File: src/set_associative_lru_cache_model_unit_assert.svh
// Assertion macros for the cache model unit.
// Used by the top level only; no dependencies.
`ifndef SET_ASSOCIATIVE_LRU_CACHE_MODEL_UNIT_ASSERT_SVH
`define SET_ASSOCIATIVE_LRU_CACHE_MODEL_UNIT_ASSERT_SVH
`ifndef SYNTH
`define SALC_ASSERT_IMPL(label, clk, rst, ante, cons) \
   label: assert property (@(posedge clk) disable iff (rst) (ante) |-> (cons)) \
      else $error("assertion failed");
`define SALC_ASSERT_NEXT(label, clk, rst, ante, cons) \
   label: assert property (@(posedge clk) disable iff (rst) (ante) |=> (cons)) \
      else $error("assertion failed");
`else
`define SALC_ASSERT_IMPL(label, clk, rst, ante, cons)
`define SALC_ASSERT_NEXT(label, clk, rst, ante, cons)
`endif
`endif

File: src/salc_pkg.sv
// Shared types and constants for the cache model unit.
// No dependencies.
package salc_pkg;
   localparam int MaxSetBits = 6;
   localparam int MaxWays = 8;
   localparam int StampBits = 32;
   localparam int Sets = 1 << MaxSetBits;
   localparam int WayBits = (MaxWays > 1) ? $clog2(MaxWays) : 1;
   localparam int WaysBits = $clog2(MaxWays + 1);
   localparam int SetIdxBits = (MaxSetBits > 0) ? MaxSetBits : 1;
   localparam int LineBits = 1 + 64 + StampBits;

   localparam logic [1:0] OP_MODIFY = 2'd2;
   localparam logic [1:0] OUT_HIT = 2'd0;
   localparam logic [1:0] OUT_FILL = 2'd1;
   localparam logic [1:0] OUT_EVICT = 2'd2;
   localparam logic [1:0] REG_SET_BITS = 2'd0;
   localparam logic [1:0] REG_BLOCK_BITS = 2'd1;
   localparam logic [1:0] REG_WAYS = 2'd2;

   typedef struct packed {
      logic [1:0] operation;
      logic [63:0] address;
   } req_type;

   typedef struct packed {
      logic [1:0] outcome;
      logic [31:0] hit_total;
      logic [31:0] miss_total;
      logic [31:0] eviction_total;
   } rsp_type;

   typedef struct packed {
      logic valid;
      logic [63:0] tag;
      logic [StampBits-1:0] stamp;
   } line_type;

   typedef struct packed {
      logic load;
      logic clear;
      logic lookup;
      logic commit;
   } cmd_type;

   typedef struct packed {
      logic clear_done;
   } sts_type;
endpackage

File: src/salc_control.sv
// Controller: clearing pass after reset, then load, lookup, commit per transfer.
// Depends on salc_pkg.
module salc_control (
   input  logic              clock,
   input  logic              reset,
   input  logic              start,
   output logic              busy,
   output logic              rsp_valid,
   output salc_pkg::cmd_type cmd,
   input  salc_pkg::sts_type sts
);
   typedef enum logic [1:0] {CLEAR, IDLE, LOOKUP} state_type;
   state_type state_ff;
   logic done_ff;

   always_comb begin
      cmd = '0;
      unique case (state_ff)
         CLEAR: cmd.clear = 1'b1;
         IDLE: cmd.load = start;
         LOOKUP: cmd.commit = 1'b1;
         default: cmd = '0;
      endcase
   end
   assign busy = (state_ff != IDLE);
   assign rsp_valid = done_ff;

   always_ff @(posedge clock) begin
      if (reset) begin
         state_ff <= CLEAR;
         done_ff <= 1'b0;
      end else begin
         done_ff <= (state_ff == LOOKUP);
         unique case (state_ff)
            CLEAR: if (sts.clear_done) state_ff <= IDLE;
            IDLE: if (start) state_ff <= LOOKUP;
            LOOKUP: state_ff <= IDLE;
            default: state_ff <= CLEAR;
         endcase
      end
   end
endmodule

File: config.mk
export PLATFORM = sky130hd
export DESIGN_NAME = salc_control
export DESIGN_NICKNAME = d
export VERILOG_FILES = /design/src/set_associative_lru_cache_model_unit_assert.svh /design/src/salc_pkg.sv /design/src/salc_control.sv
export SDC_FILE = /design/constraint.sdc
export NUM_CORES = 1
export LEC_CHECK = 0
export BUFFER_PORTS_ARGS = -buffer_cell sky130_fd_sc_hd__buf_2
export CORE_AREA = 2 2 39 41
export DETAILED_ROUTE_END_ITERATION = 8
export DIE_AREA = 0 0 41 43
export SLEW_MARGIN = 15
export SYNTH_ARGS = -nofsm -noshare
export SYNTH_HDL_FRONTEND = slang
export SYNTH_SLANG_ARGS = --single-unit
File: constraint.sdc
create_clock -name clock -period 1.4 [get_ports clock]
set_input_delay 0.07 -clock clock [delete_from_list [all_inputs] [get_ports clock]]
set_output_delay 0.07 -clock clock [all_outputs]
set_load 0.01 [all_outputs]
# Word-level counts from Yosys, hierarchy flattened
# Index checks and enable logic that the tools add are counted.
# totals
regBits,3
elab_cells,15
input_bits,4
output_inout_bits,6
# op_classes
n_reduce_logical,2
muxes,6
eq_ne,5
# op_table
cell,n
case mux 2 bit (3 select lines),1
two-way mux 2 bit,2
!= test 2 bit (second input constant),2
two-way mux 1 bit,3
equality test 2 x 1 -> 1 bit (second input constant),1
equality test 2 bit (second input constant),1
logical NOT 2 bit,1
!= test 2 x 1 -> 1 bit (second input constant),1
AND reduction 2 bit,1

# Longest topological paths before layout
# logic_depth
word_depth,3
mapped_depth,2
ltp_nobuf,2

# Worst setup path before layout
# No wires, ideal clock.
# synth_path
kind,register -> register
from,register state_ff[1]
to,register state_ff[1]
synth_period_minus_slack_ns,0.820
path_buffers,0
path_stages_with_launch,3
slack_ns,0.580
arrival_ns,0.706
t_required_ns,1.286
setup_ns,0.114
cell_sequence,dfxtp_1 -> and3b_1 -> and2b_1
# synth_between
elab_chain_cells,3
word_cells_on_any_way,7
classes_between,eq/ne (4); mux (1); reduce/logical (2)
# synth_rtl
item,line_no,text
start: declaration,salc_control.sv:13,state_type state_ff;
start signal: assignment,salc_control.sv:30,state_ff <= CLEAR;
start signal: assignment,salc_control.sv:35,CLEAR: if (sts.clear_done) state_ff <= IDLE;
start signal: assignment,salc_control.sv:36,IDLE: if (start) state_ff <= LOOKUP;
equality test 2 x 1 -> 1 bit or logical NOT 2 bit (tied branches),salc_control.sv:34,unique case (state_ff)
!= test 2 bit (no line),-,
AND reduction 2 bit (no line),-,
# Several ways; a longest one is shown, not always the timed one.
# A chain may end at the register's enable or synchronous reset.

==> impl_metrics.tcl <==
set metrics [dict create \
    fraction_of_the_yosys_area_taken_by_sequential_cells 0.432 \
    num_vias 127 \
    drive_gt1_frac 0.520 \
    fillers 160 \
    cts_tree "built" \
    number_of_instances_on_the_worst_hold_path 2 \
    synth.top_cells.by_area "sky130_fd_sc_hd__dfxtp_1, sky130_fd_sc_hd__o32ai_2, sky130_fd_sc_hd__and3b_1" \
    multi_input_area_sq_um 71.3 \
    placement.setup.worst_slack_ps 566 \
    drt-vias-per-instance 3.10 \
    endpoints_failing_setup 0 \
    fin_nets 30 \
    yosysTopAreaCellShare 0.432 \
    layout.area.seq_sq_um 60.1 \
    grt_overflow 0 \
    clock_path_buffers 2 \
    floorplan.initialDensity 0.100 \
    wirelength_met1_um 151 \
    antenna_left 0 \
    finalCriticalPeriod_ps 1020 \
    drtPass1Iterations 1 \
    drcViolationCount 0 \
    worst_vdd_ir_v 0.000284 \
    grt_pass1_vias 116 \
    die_w_um 41 \
    placementRows 14 \
    syn2layout_area_growth_pct 56.8 \
    detail_route.iter0.violations 0 \
    port-buffer-count 8 \
    grt_antenna_before_repair 0 \
    cts_hold_repair.buffers 0 \
    hold_class "input pin to flip-flop" \
    clk-insertion-delay-late_ps 230 \
    p_leak_nw 0.106 \
    synthesis.instances 14 \
    route.met3.wl_um 43 \
    power_density_normalized_to_cell_area_mw_per_mm2 1300 \
    avgSynthCellArea_sq_um 9.92 \
    synth.ff_latch_count 3 \
    criticalPathCategory "flip-flop to output pin" \
    final-max-slew-violation-count 0 \
    design.core.area_sq_mm 0.00138 \
    cts_buffers 3 \
    worstSetupEndpointType "output pin" \
    grtUsageTotal 0.0490 \
    critical_path.startpoint_type "flip-flop" \
    cts-root-buf "sky130_fd_sc_hd__clkbuf_4" \
    final_routed_wirelength_um 310 \
    rsz0062_at_grt "no" \
    ys_types 11 \
    final_sum_of_negative_setup_slack_ps 0 \
    ff2ff_path_depth 2 \
    antenna-diode-count 0 \
    topRoutingLayerUsed "met3" \
    synth_fp_nets 18 \
    timing.clock.skew_ps 4.60 \
    cts_max_level 1 \
    finalCritPeriodShare 0.728 \
    post-synth-top-area-cell "sky130_fd_sc_hd__dfxtp_1" \
    final_hold_viol_count 0 \
    ys_warn_count 0 \
    achievable-frequency_mhz 981 \
    worst_ep_required_time_ps 1330 \
    clk_transition_reported_paths_ps 40 \
    worstPathMaxFanout 5 \
    finalWorstSetupSlack_ps 381 \
    floorplan.die_area_sq_mm 0.00176 \
    die_height_um 43 \
    maxCapViolations 0 \
    detail_route.wl_per_cell_um 7.56 \
    netlist_area_sq_um 139 \
    grt_pass1_wl_um 441 \
    clkSinkCount 3 \
    run_status "finished, final reports clean" \
    gp_congestion 0.492 \
    grt_max_degree 6 \
    post-cts-setup-buffers 0 \
    cts_resized 0 \
    critical_path_arrival_ps 950 \
    route.met2.wl_um 116 \
    ios 10 \
]
per-stage QoR:
step                power, mW  std cells  cell area [sq um]  hold slack (ps)  utilization
floorplan               0.118         14                139              142            -
global placement        0.134         37                191              285        0.138
detailed placement      0.134         37                191              286        0.138
CTS                     0.294         41                218             44.9        0.157
global route            0.316         41                218             47.6        0.157
finish                  0.284         41                218             55.2        0.157
layout make-up:
cell class	instances	share of cell area
Multi-Input combinational cell	10	0.328
Sequential cell	3	0.276
Timing Repair Buffer	8	0.184
Clock buffer	4	0.121
Tap cell	16	0.0920
worst max-delay path, stage by stage, from the launching register on:
cell	delay (ps)
sky130_fd_sc_hd__dfxtp_1	380
sky130_fd_sc_hd__and3b_1	200
sky130_fd_sc_hd__buf_2	130
logic make-up (layout without fill, tap and decap cells):
logic type,after synthesis,after routing,share of synthesized area
AO/OA/AOI/OAI,1,1,0.117
flip-flops,3,3,0.432
AND/OR/NAND/NOR,8,8,0.370
other,1,1,0.0270
buffers and inverters,1,12,0.0541
where the power goes:
group          leakage (nW)  internal [mW]  switching (mW)
clock network        0.0150          0.107          0.0453
registers            0.0245         0.0905         0.00500
logic                0.0668         0.0179          0.0183
total                 0.106          0.215          0.0685
per-layer routing:
metal	GRT usage	vias up
li1	-	65
met1	0.0478	54
met2	0.0406	8
met3	0.0628	0
met4	0.0600	0
met5	0	-
registers in the layout (all words and copies together), names as in the netlist:
signal / count
rsp_valid: 1
state_ff: 2
Yosys cell counts (all sizes together):
master / count
o32ai: 1
conb: 1
and2b: 1
nor2: 2
or2: 1
nand2b: 1
and3b: 1
dfxtp: 3
nor2b: 2
buf: 1
worst paths after layout:
check,start,end,slack (ps)
worst max-delay path,state_ff[1],cmd[3],380
worst min-delay path,reset,rsp_valid,60
worst max register to register,state_ff[1],state_ff[1],570
worst min register to register,state_ff[0],state_ff[0],580
cells in the final DEF (no fill, tap or decap):
cell type | synthesis | layout
sky130_fd_sc_hd__and3b_1 | 1 | 1
sky130_fd_sc_hd__or2_1 | 1 | 1
sky130_fd_sc_hd__clkbuf_4 | 0 | 3
sky130_fd_sc_hd__dfxtp_1 | 3 | 3
sky130_fd_sc_hd__nor2_1 | 2 | 2
sky130_fd_sc_hd__o32ai_2 | 1 | 1
sky130_fd_sc_hd__buf_2 | 0 | 8
sky130_fd_sc_hd__conb_1 | 1 | 1
sky130_fd_sc_hd__nor2b_2 | 1 | 1
sky130_fd_sc_hd__nor2b_1 | 1 | 1
sky130_fd_sc_hd__clkbuf_1 | 0 | 1
sky130_fd_sc_hd__and2b_1 | 1 | 1
sky130_fd_sc_hd__nand2b_1 | 1 | 1
(Power assumes the default switching activity.)
